<file path="config.mk">
export PLATFORM = sky130hd
export DESIGN_NAME = plom_ctrl
export DESIGN_NICKNAME = d
export VERILOG_FILES = /design/src/design/plom_pkg.sv /design/src/design/plom_ctrl.sv
export SDC_FILE = /design/constraint.sdc
export NUM_CORES = 1
export LEC_CHECK = 0
export ABC_CLOCK_PERIOD_IN_PS = 2300
export BUFFER_PORTS_ARGS = -buffer_cell sky130_fd_sc_hd__buf_4
export CAP_MARGIN = 15
export CORE_UTILIZATION = 50
export CTS_BUF_LIST = sky130_fd_sc_hd__clkbuf_8
export DETAILED_ROUTE_END_ITERATION = 12
export GPL_TIMING_DRIVEN = 0
export PLACE_DENSITY = 0.82
export SYNTH_ARGS = -nofsm -noshare
export SYNTH_HDL_FRONTEND = slang
export SYNTH_SLANG_ARGS = --single-unit
export TNS_END_PERCENT = 50
</file>
<file path="constraint.sdc">
create_clock -name aclk -period 2.3 [get_ports aclk]
set_input_delay 0.575 -clock aclk [delete_from_list [all_inputs] [get_ports aclk]]
set_output_delay 0.575 -clock aclk [all_outputs]
set_load 0.01 [all_outputs]
</file>
<file path="src/design/plom_pkg.sv">
// ----------------------------------------------------------------------------
// plom_pkg
// Shared codes, reset values, state and command types for the price level
// order matcher.
// ----------------------------------------------------------------------------
package plom_pkg;

    localparam int ACT_W      = 3;
    localparam int ID_W       = 32;
    localparam int QTY_W      = 32;
    localparam int PRICE_W    = 10;
    localparam int BAND_W     = 8;
    localparam int CFG_IDX_W  = 2;
    localparam int CFG_DATA_W = 10;

    localparam logic [ACT_W-1:0] ACT_BUY_LIMIT   = 3'd0;
    localparam logic [ACT_W-1:0] ACT_BUY_MARKET  = 3'd1;
    localparam logic [ACT_W-1:0] ACT_SELL_LIMIT  = 3'd2;
    localparam logic [ACT_W-1:0] ACT_SELL_MARKET = 3'd3;
    localparam logic [ACT_W-1:0] ACT_CANCEL      = 3'd4;

    localparam logic [2:0] KIND_BUY_LIMIT  = 3'd0;
    localparam logic [2:0] KIND_SELL_LIMIT = 3'd1;
    localparam logic [2:0] KIND_BUY_MKT    = 3'd2;
    localparam logic [2:0] KIND_SELL_MKT   = 3'd3;
    localparam logic [2:0] KIND_BUY_MLIM   = 3'd4;
    localparam logic [2:0] KIND_SELL_MLIM  = 3'd5;
    localparam logic [2:0] KIND_CANCEL     = 3'd6;
    localparam logic [2:0] KIND_REJECT     = 3'd7;

    localparam logic [CFG_IDX_W-1:0] CFG_BAND      = 2'd0;
    localparam logic [CFG_IDX_W-1:0] CFG_START_BID = 2'd1;
    localparam logic [CFG_IDX_W-1:0] CFG_START_ASK = 2'd2;

    localparam logic [BAND_W-1:0]  BAND_RST      = 8'd8;
    localparam logic [PRICE_W-1:0] START_BID_RST = 10'd500;
    localparam logic [PRICE_W-1:0] START_ASK_RST = 10'd501;

    typedef enum logic [4:0] {
        ST_CLEAR, ST_IDLE, ST_DECODE,
        ST_LIM_RD, ST_LIM_WR, ST_CAN_RD, ST_CAN_WR,
        ST_SWP_RD, ST_SWP_CK, ST_SWP_END,
        ST_RSA_RD, ST_RSA_CK, ST_RSB_RD, ST_RSB_CK,
        ST_FINISH, ST_PART_RD, ST_PART_WR, ST_EMIT
    } plom_state_t;

    typedef enum logic [1:0] {
        DEC_EMIT, DEC_REST, DEC_MARKET, DEC_CANCEL
    } plom_dec_t;

    typedef enum logic [2:0] {
        ADDR_CLR, ADDR_PRICE, ADDR_P, ADDR_ASK, ADDR_BID, ADDR_LIM
    } plom_addr_t;

    typedef enum logic [2:0] {
        WD_ZERO, WD_ADD, WD_SUB, WD_SUB_LEFT, WD_LEFT
    } plom_wsel_t;

    typedef struct packed {
        logic       capture;
        logic       decode;
        logic       wr;
        plom_addr_t rd_sel;
        plom_addr_t wr_sel;
        plom_wsel_t wsel;
        logic       move_best;
        logic       swp_step;
        logic       swp_end;
        logic       ask_inc;
        logic       bid_dec;
        logic       rest_load;
        logic       clr_inc;
        logic       emit;
    } plom_cmd_t;

    typedef struct packed {
        plom_dec_t dec;
        logic      is_sell;
        logic      clr_done;
        logic      swp_go;
        logic      rsa_go;
        logic      rsb_go;
        logic      can_zero;
        logic      can_ask;
        logic      can_bid;
        logic      left_zero;
        logic      past;
        logic      out_free;
    } plom_sts_t;

endpackage

</file>
<file path="src/design/plom_ctrl.sv">
// ----------------------------------------------------------------------------
// plom_ctrl
// Sequencer: clearing pass, decode, read-modify-write of a level, sweep,
// best price rescans and result hand-off.
// ----------------------------------------------------------------------------
module plom_ctrl (
    input  logic                aclk,
    input  logic                aresetn,
    input  logic                s_valid,
    output logic                s_ready,
    input  plom_pkg::plom_sts_t sts,
    output plom_pkg::plom_cmd_t cmd
);
    import plom_pkg::*;

    plom_state_t state_reg, state_next;
    logic        post_sweep_reg, post_sweep_next;

    always_ff @(posedge aclk) begin
        if (!aresetn) begin
            state_reg      <= ST_CLEAR;
            post_sweep_reg <= 1'b0;
        end else begin
            state_reg      <= state_next;
            post_sweep_reg <= post_sweep_next;
        end
    end

    always_comb begin
        cmd             = '0;
        s_ready         = 1'b0;
        state_next      = state_reg;
        post_sweep_next = post_sweep_reg;
        unique case (state_reg)
            ST_CLEAR: begin
                cmd.wr      = 1'b1;
                cmd.wr_sel  = ADDR_CLR;
                cmd.wsel    = WD_ZERO;
                cmd.clr_inc = 1'b1;
                if (sts.clr_done) begin
                    state_next = ST_IDLE;
                end
            end
            ST_IDLE: begin
                s_ready = 1'b1;
                if (s_valid) begin
                    cmd.capture = 1'b1;
                    state_next  = ST_DECODE;
                end
            end
            ST_DECODE: begin
                cmd.decode = 1'b1;
                unique case (sts.dec)
                    DEC_EMIT:   state_next = ST_EMIT;
                    DEC_REST:   state_next = ST_LIM_RD;
                    DEC_CANCEL: state_next = ST_CAN_RD;
                    DEC_MARKET: begin
                        state_next      = ST_SWP_RD;
                        post_sweep_next = 1'b1;
                    end
                    default:    state_next = ST_EMIT;
                endcase
            end
            ST_LIM_RD: begin
                cmd.rd_sel = ADDR_PRICE;
                state_next = ST_LIM_WR;
            end
            ST_LIM_WR: begin
                cmd.wr        = 1'b1;
                cmd.wr_sel    = ADDR_PRICE;
                cmd.wsel      = WD_ADD;
                cmd.move_best = 1'b1;
                state_next    = ST_EMIT;
            end
            ST_CAN_RD: begin
                cmd.rd_sel = ADDR_PRICE;
                state_next = ST_CAN_WR;
            end
            ST_CAN_WR: begin
                cmd.wr     = 1'b1;
                cmd.wr_sel = ADDR_PRICE;
                cmd.wsel   = WD_SUB;
                priority if (sts.can_zero && sts.can_ask) begin
                    state_next = ST_RSA_RD;
                end else if (sts.can_zero && sts.can_bid) begin
                    state_next = ST_RSB_RD;
                end else begin
                    state_next = ST_EMIT;
                end
            end
            ST_SWP_RD: begin
                cmd.rd_sel = ADDR_P;
                state_next = ST_SWP_CK;
            end
            ST_SWP_CK: begin
                if (sts.swp_go) begin
                    cmd.wr       = 1'b1;
                    cmd.wr_sel   = ADDR_P;
                    cmd.wsel     = WD_ZERO;
                    cmd.swp_step = 1'b1;
                    state_next   = ST_SWP_RD;
                end else begin
                    state_next = ST_SWP_END;
                end
            end
            ST_SWP_END: begin
                cmd.swp_end = 1'b1;
                state_next  = sts.is_sell ? ST_RSB_RD : ST_RSA_RD;
            end
            ST_RSA_RD: begin
                cmd.rd_sel = ADDR_ASK;
                state_next = ST_RSA_CK;
            end
            ST_RSA_CK: begin
                if (sts.rsa_go) begin
                    cmd.ask_inc = 1'b1;
                    state_next  = ST_RSA_RD;
                end else begin
                    state_next = post_sweep_reg ? ST_FINISH : ST_EMIT;
                end
            end
            ST_RSB_RD: begin
                cmd.rd_sel = ADDR_BID;
                state_next = ST_RSB_CK;
            end
            ST_RSB_CK: begin
                if (sts.rsb_go) begin
                    cmd.bid_dec = 1'b1;
                    state_next  = ST_RSB_RD;
                end else begin
                    state_next = post_sweep_reg ? ST_FINISH : ST_EMIT;
                end
            end
            ST_FINISH: begin
                post_sweep_next = 1'b0;
                priority if (sts.left_zero) begin
                    state_next = ST_EMIT;
                end else if (!sts.past) begin
                    state_next = ST_PART_RD;
                end else begin
                    cmd.wr        = 1'b1;
                    cmd.wr_sel    = ADDR_LIM;
                    cmd.wsel      = WD_LEFT;
                    cmd.rest_load = 1'b1;
                    state_next    = ST_EMIT;
                end
            end
            ST_PART_RD: begin
                cmd.rd_sel = sts.is_sell ? ADDR_BID : ADDR_ASK;
                state_next = ST_PART_WR;
            end
            ST_PART_WR: begin
                cmd.wr     = 1'b1;
                cmd.wr_sel = sts.is_sell ? ADDR_BID : ADDR_ASK;
                cmd.wsel   = WD_SUB_LEFT;
                state_next = sts.is_sell ? ST_RSB_RD : ST_RSA_RD;
            end
            ST_EMIT: begin
                if (sts.out_free) begin
                    cmd.emit   = 1'b1;
                    state_next = ST_IDLE;
                end
            end
            default: state_next = ST_IDLE;
        endcase
    end

endmodule

</file>
==> results of run 1 <==
## worst paths after layout
check,to,cells after the start,from,slack [ns]
max,cmd[11],5,state_reg[4],0.04
min reg2reg,post_sweep_reg,2,post_sweep_reg,0.58
max reg2reg,state_reg[1],5,state_reg[3],0.51
min,post_sweep_reg,2,post_sweep_reg,0.58
## repair_timing
item | in CTS | in global routing
resized for setup | 4 | 8
pin swaps | 0 | 1
gates cloned | 0 | 0
endpoints found under the setup margin | 4 | 7
## cells by family (layout without fill, tap and decap cells)
logic type,count (synthesis),count (layout)
and+or+nand+nor,73,73
AOI/OAI and AO/OA,41,41
buffers and inverters,18,56
DFF,6,6
adders and majority gates,3,3
## worst max-delay path, stage by stage, from the launching register on
cell,delay (ns)
dfxtp_2,0.35
buf_6,0.14
or3b_4,0.41
or3_4,0.35
nand3b_1,0.09
buf_4,0.12
## routing by layer
metal  GRT usage (%)  up-vias  share of wire, %
met3            4.80        7               6.0
met4            16.4        0               1.9
li1                -      598                 -
met5               0        -                 0
met2            57.4       63                50
met1            44.3      567                42
## report_power, final
part | total (mW) | internal, mW | leakage, nW | switching [mW]
logic | 0.145 | 0.0649 | 0.542 | 0.0798
clock network | 0.155 | 0.112 | 0.0216 | 0.0428
registers | 0.115 | 0.109 | 0.0494 | 0.00593
## synth_stat cells (3+ instances only)
cell type  count  area, um^2
inv_1          7        26.3
o21ai_0        6        30.0
buf_2          6        30.0
nor2b_1        4        25.0
nor3_1         4        20.0
a21oi_1       10        50.1
a31oi_1        4        25.0
or3_1          3        18.8
nand3_1        6        30.0
o21ai_1        3        15.0
and3_1         3        18.8
nand2_1       13        48.8
dfxtp_1        6         120
nor2_1        18        67.6
ha_1           3        37.5
## stage by stage
step                worst slack, ns  power [mW]  hold WS, ns
finish                       0.0448       0.415        0.584
global placement              0.227       0.252        0.552
detailed placement            0.199       0.254        0.542
CTS                          0.0409       0.413        0.547
global route                 0.0118       0.438        0.615
floorplan                     0.414       0.189        0.511
## placed cells by master (no fill, tap or decap), drive strengths merged, types with 4 or more instances in the layout
cell type  netlist  final
nor3             4      4
nor2b            4      4
clkbuf           2      6
dfxtp            6      6
nand3            6      6
inv              8      8
a31oi            4      4
nor2            18     18
nand2           13     13
a21oi           10     10
o21ai            9      9
buf              8     42
## layout make-up
class | count | area (um^2) | share of cell area [%]
inverter | 8 | 30.0 | 2.31
tap | 25 | 31.3 | 2.41
timing repair buffer | 36 | 270 | 20.8
clock buffer | 3 | 41.3 | 3.18
sequential | 6 | 123 | 9.44
multi-input combinational | 117 | 748 | 57.6
buffer | 9 | 55.1 | 4.24
==> results.cfg, run 1 <==
[drt]
wl_per_cell_um = 15.2
num_vias = 1235
drc = 0
routed_wirelength_um = 3100
viasPerCell = 6.05
dr.pass1.iters = 4
ant_nets = 0
drt_iter0_drc = 57

[logic_synthesis]
synthArstFlopShare_pct = 0
synth_adder_area_share_pct = 4.08
synthCells = 141
synth-seq-cells = 6
synth_nets = 160
yosys.area_share.simple_pct = 44.3
synth-xor-area-share_pct = 0
synth_cell_types = 46
yosysSeqAreaShare_pct = 13.0
yosys-mux-area-fraction_pct = 0
synth-compound-area-share_pct = 29.6
syn_area_per_cell_um2 = 6.53
syn-cell-area_um2 = 921
synthFlopType = dfxtp_1
yosys_warnings = 0
synth_top_family_by_area = simple AND/OR/NAND/NOR gates
synth_edf_count = 0

[placement]
gp_congestion = 0.997
io_buffers = 36
dp_hpwl_um = 2400
post_dp_cell_area_um2 = 1220
place_inst = 202

[sta]
max_freq_ghz = 0.443
maxSlewHeadroom_pct = 62.4
finClkSkew_ns = 0.00123
rsz0062_at_grt = no
fin_setup_tns_ns = 0
setup_violations = 0
min_period_ns = 2.26
hold_viol_final = 0
drv_slew = 0
timing.final.crit_share_pct = 98.1
worstMarginPinSlew_ns = 0.557

[worst_setup_path]
crit_path_max_fanout = 10
cp.arrival_ns = 1.68
critPathKind = flip-flop to primary output
cp-start-kind = flip-flop
critPathCaptureType = primary output
crit_required_ns = 1.73

[clock_tree]
clk_latency_ns = 0.22
cts_root_buffer = clkbuf_8
cts_setup_buffers = 0
clkSlewWorstSetupHoldPaths_ns = 0.03
clockBufferDepth = 2
cts_tree = done
numCtsBuffers = 3
cts.sinks = 6
htreeDepth = 1
cts_hold_buf = 0

[global_route]
grt_pass1_wl_um = 5010
grt_antenna_before_repair = 0
track_usage_pct = 34.6
grt_max_degree = 20
grt_pass1_vias = 1092
grt_overflow = 0

[cells_and_area]
instances_no_fill = 204
utilization_pct = 75.2
diodes = 0
drive_gt1_share_pct = 32.4
fillers = 162
largest_reg_flops = 5
nNetsFinal = 200
syn2layout_area_growth_pct = 41.0
final_area_um2 = 1300

[die]
io_pins = 37
core_area_um2 = 1730
dieHeight_um = 44.9
die-area_um2 = 2020
num_rows = 15
start_util_pct = 53.3
die_w_um = 44.9

[hold_path]
hold_class = flip-flop to flip-flop

[power_and_ir_drop]
ir_drop_mv = 0.339
powerDensity_nw_per_um2 = 319
p_leak_nw = 0.613

[run]
drv_cap = 0

[outcome]
status = finished clean
No activity file was read; power rests on OpenSTA's default activity.
==> run 2, diff against run 1 <==
- BUFFER_PORTS_ARGS: -buffer_cell sky130_fd_sc_hd__buf_4 -> -buffer_cell sky130_fd_sc_hd__buf_2
- SKIP_CTS_REPAIR_TIMING: default -> 1
==> run 2 against run 1 <==
The flow now finishes with violations (setup timing). Die area unchanged. Core utilization down 5.7 points. Global-route usage fell by 2.9 points. Clock power is 3% lower. Critical path type unchanged. Critical endpoint unchanged.
==> results.cfg, run 2 (synthesis gave the netlist of run 1 again) <==
[placement]
dp_hpwl_um = 2360
place_inst = 202
post_dp_cell_area_um2 = 1130
gp_congestion = 0.962
io_buffers = 36

[clock_tree]
clockBufferDepth = 2
numCtsBuffers = 3
htreeDepth = 1
cts_root_buffer = clkbuf_8
cts_tree = done
clkSlewWorstSetupHoldPaths_ns = 0.03
cts.sinks = 6
clk_latency_ns = 0.22

[worst_setup_path]
critPathKind = flip-flop to primary output
cp-start-kind = flip-flop
r2r-end = state_reg[1]
critPathCaptureType = primary output
crit_path_max_fanout = 10
r2r_start = state_reg[3]
crit_required_ns = 1.73
cp.arrival_ns = 1.73
r2r_slack_ns = 0.69
r2r.worst_path.cells = 5

[cells_and_area]
fillers = 176
largest_reg_flops = 5
instances_no_fill = 205
nNetsFinal = 201
syn2layout_area_growth_pct = 30.4
mostFrequentLayoutCells = 41 x buf_2, 18 x nor2_1, 13 x nand2_1
final_area_um2 = 1200
diodes = 0
final_common_cell = buf_2
drive_gt1_share_pct = 32.2
utilization_pct = 69.6

[global_route]
grt_antenna_before_repair = 0
grt_overflow = 0
grt_pass1_vias = 1054
grt_pass1_wl_um = 4670
grt_max_degree = 11
track_usage_pct = 31.7

[die]
io_pins = 37
dieHeight_um = 44.9
die-area_um2 = 2020
start_util_pct = 53.3
die_w_um = 44.9
num_rows = 15
core_area_um2 = 1730

[sta]
setup_violations = 1
max_freq_ghz = 0.434
hold_viol_final = 0
timing.final.crit_share_pct = 100
fin_ws_ns = -0.00554
min_period_ns = 2.31
finClkSkew_ns = 0.000195
fin_setup_tns_ns = -0.00554
drv_slew = 0
maxSlewHeadroom_pct = 61.5
worstMarginPinSlew_ns = 0.569

[power_and_ir_drop]
ir_drop_mv = 0.360
powerDensity_nw_per_um2 = 330
p_leak_nw = 0.602

[outcome]
status = complete, but fails checks
violations = setup timing

[hold_path]
hold_class = flip-flop to flip-flop
hold_path_end = post_sweep_reg
whs_path_depth = 2
hp-start = post_sweep_reg

[drt]
viasPerCell = 6.06
drt_iter0_drc = 81
drc = 0
num_vias = 1243
ant_nets = 0
dr.pass1.iters = 4
routed_wirelength_um = 3040
wl_per_cell_um = 14.8

[run]
drv_cap = 0
==> run 2: stage by stage <==
stage,setup slack [ns],power [mW],hold slack (ns)
floorplan,0.414,0.189,0.511
global placement,0.233,0.238,0.553
detailed placement,0.209,0.241,0.566
CTS,-0.0309,0.397,0.570
global route,-0.0323,0.421,0.611
finish,-0.00554,0.396,0.581
==> run 2: worst max-delay path: stages, from the launching register on <==
cell      delay (ns)
dfxtp_2         0.34
buf_6           0.14
or3b_4          0.41
or3_4           0.35
nand3b_1        0.13
buf_2           0.15
==> run 2: how the worst max path moves through the flow <==
| stage | cells past startpoint | end | start | slack, ns |
|---|---|---|---|---|
| after global placement | 5 | cmd[17] | state_reg[0] | 0.23 |
| after floorplan | 5 | cmd[17] | state_reg[2] | 0.41 |
| final | 5 | cmd[11] | state_reg[4] | -0.006 |
| after detailed placement | 5 | cmd[17] | state_reg[0] | 0.21 |
| after global routing | 5 | cmd[11] | state_reg[4] | -0.03 |
| after CTS | 5 | cmd[17] | state_reg[0] | -0.03 |
==> run 2: cell type report <==
type                            instances  area [um^2]  share of cell area (%)
Multi-Input combinational cell        117          738                    61.5
Timing Repair Buffer                   36          180                    15.0
Sequential cell                         6          123                    10.2
Buffer                                 10         57.6                    4.79
Clock buffer                            3         41.3                    3.44
Tap cell                               25         31.3                    2.60
Inverter                                8         30.0                    2.50
==> run 2: where the power goes <==
part / switching, mW / internal (mW) / leakage [nW]
registers: 0.00637 / 0.109 / 0.0494
clock network: 0.0395 / 0.112 / 0.0216
logic: 0.0784 / 0.0511 / 0.531
==> run 2: per-layer routing <==
layer	track usage, %	wire, um	vias up
met4	14.5	21	0
met2	52.6	1490	70
met1	40.9	1260	569
met5	0	0	-
met3	4.00	276	2
li1	-	-	602
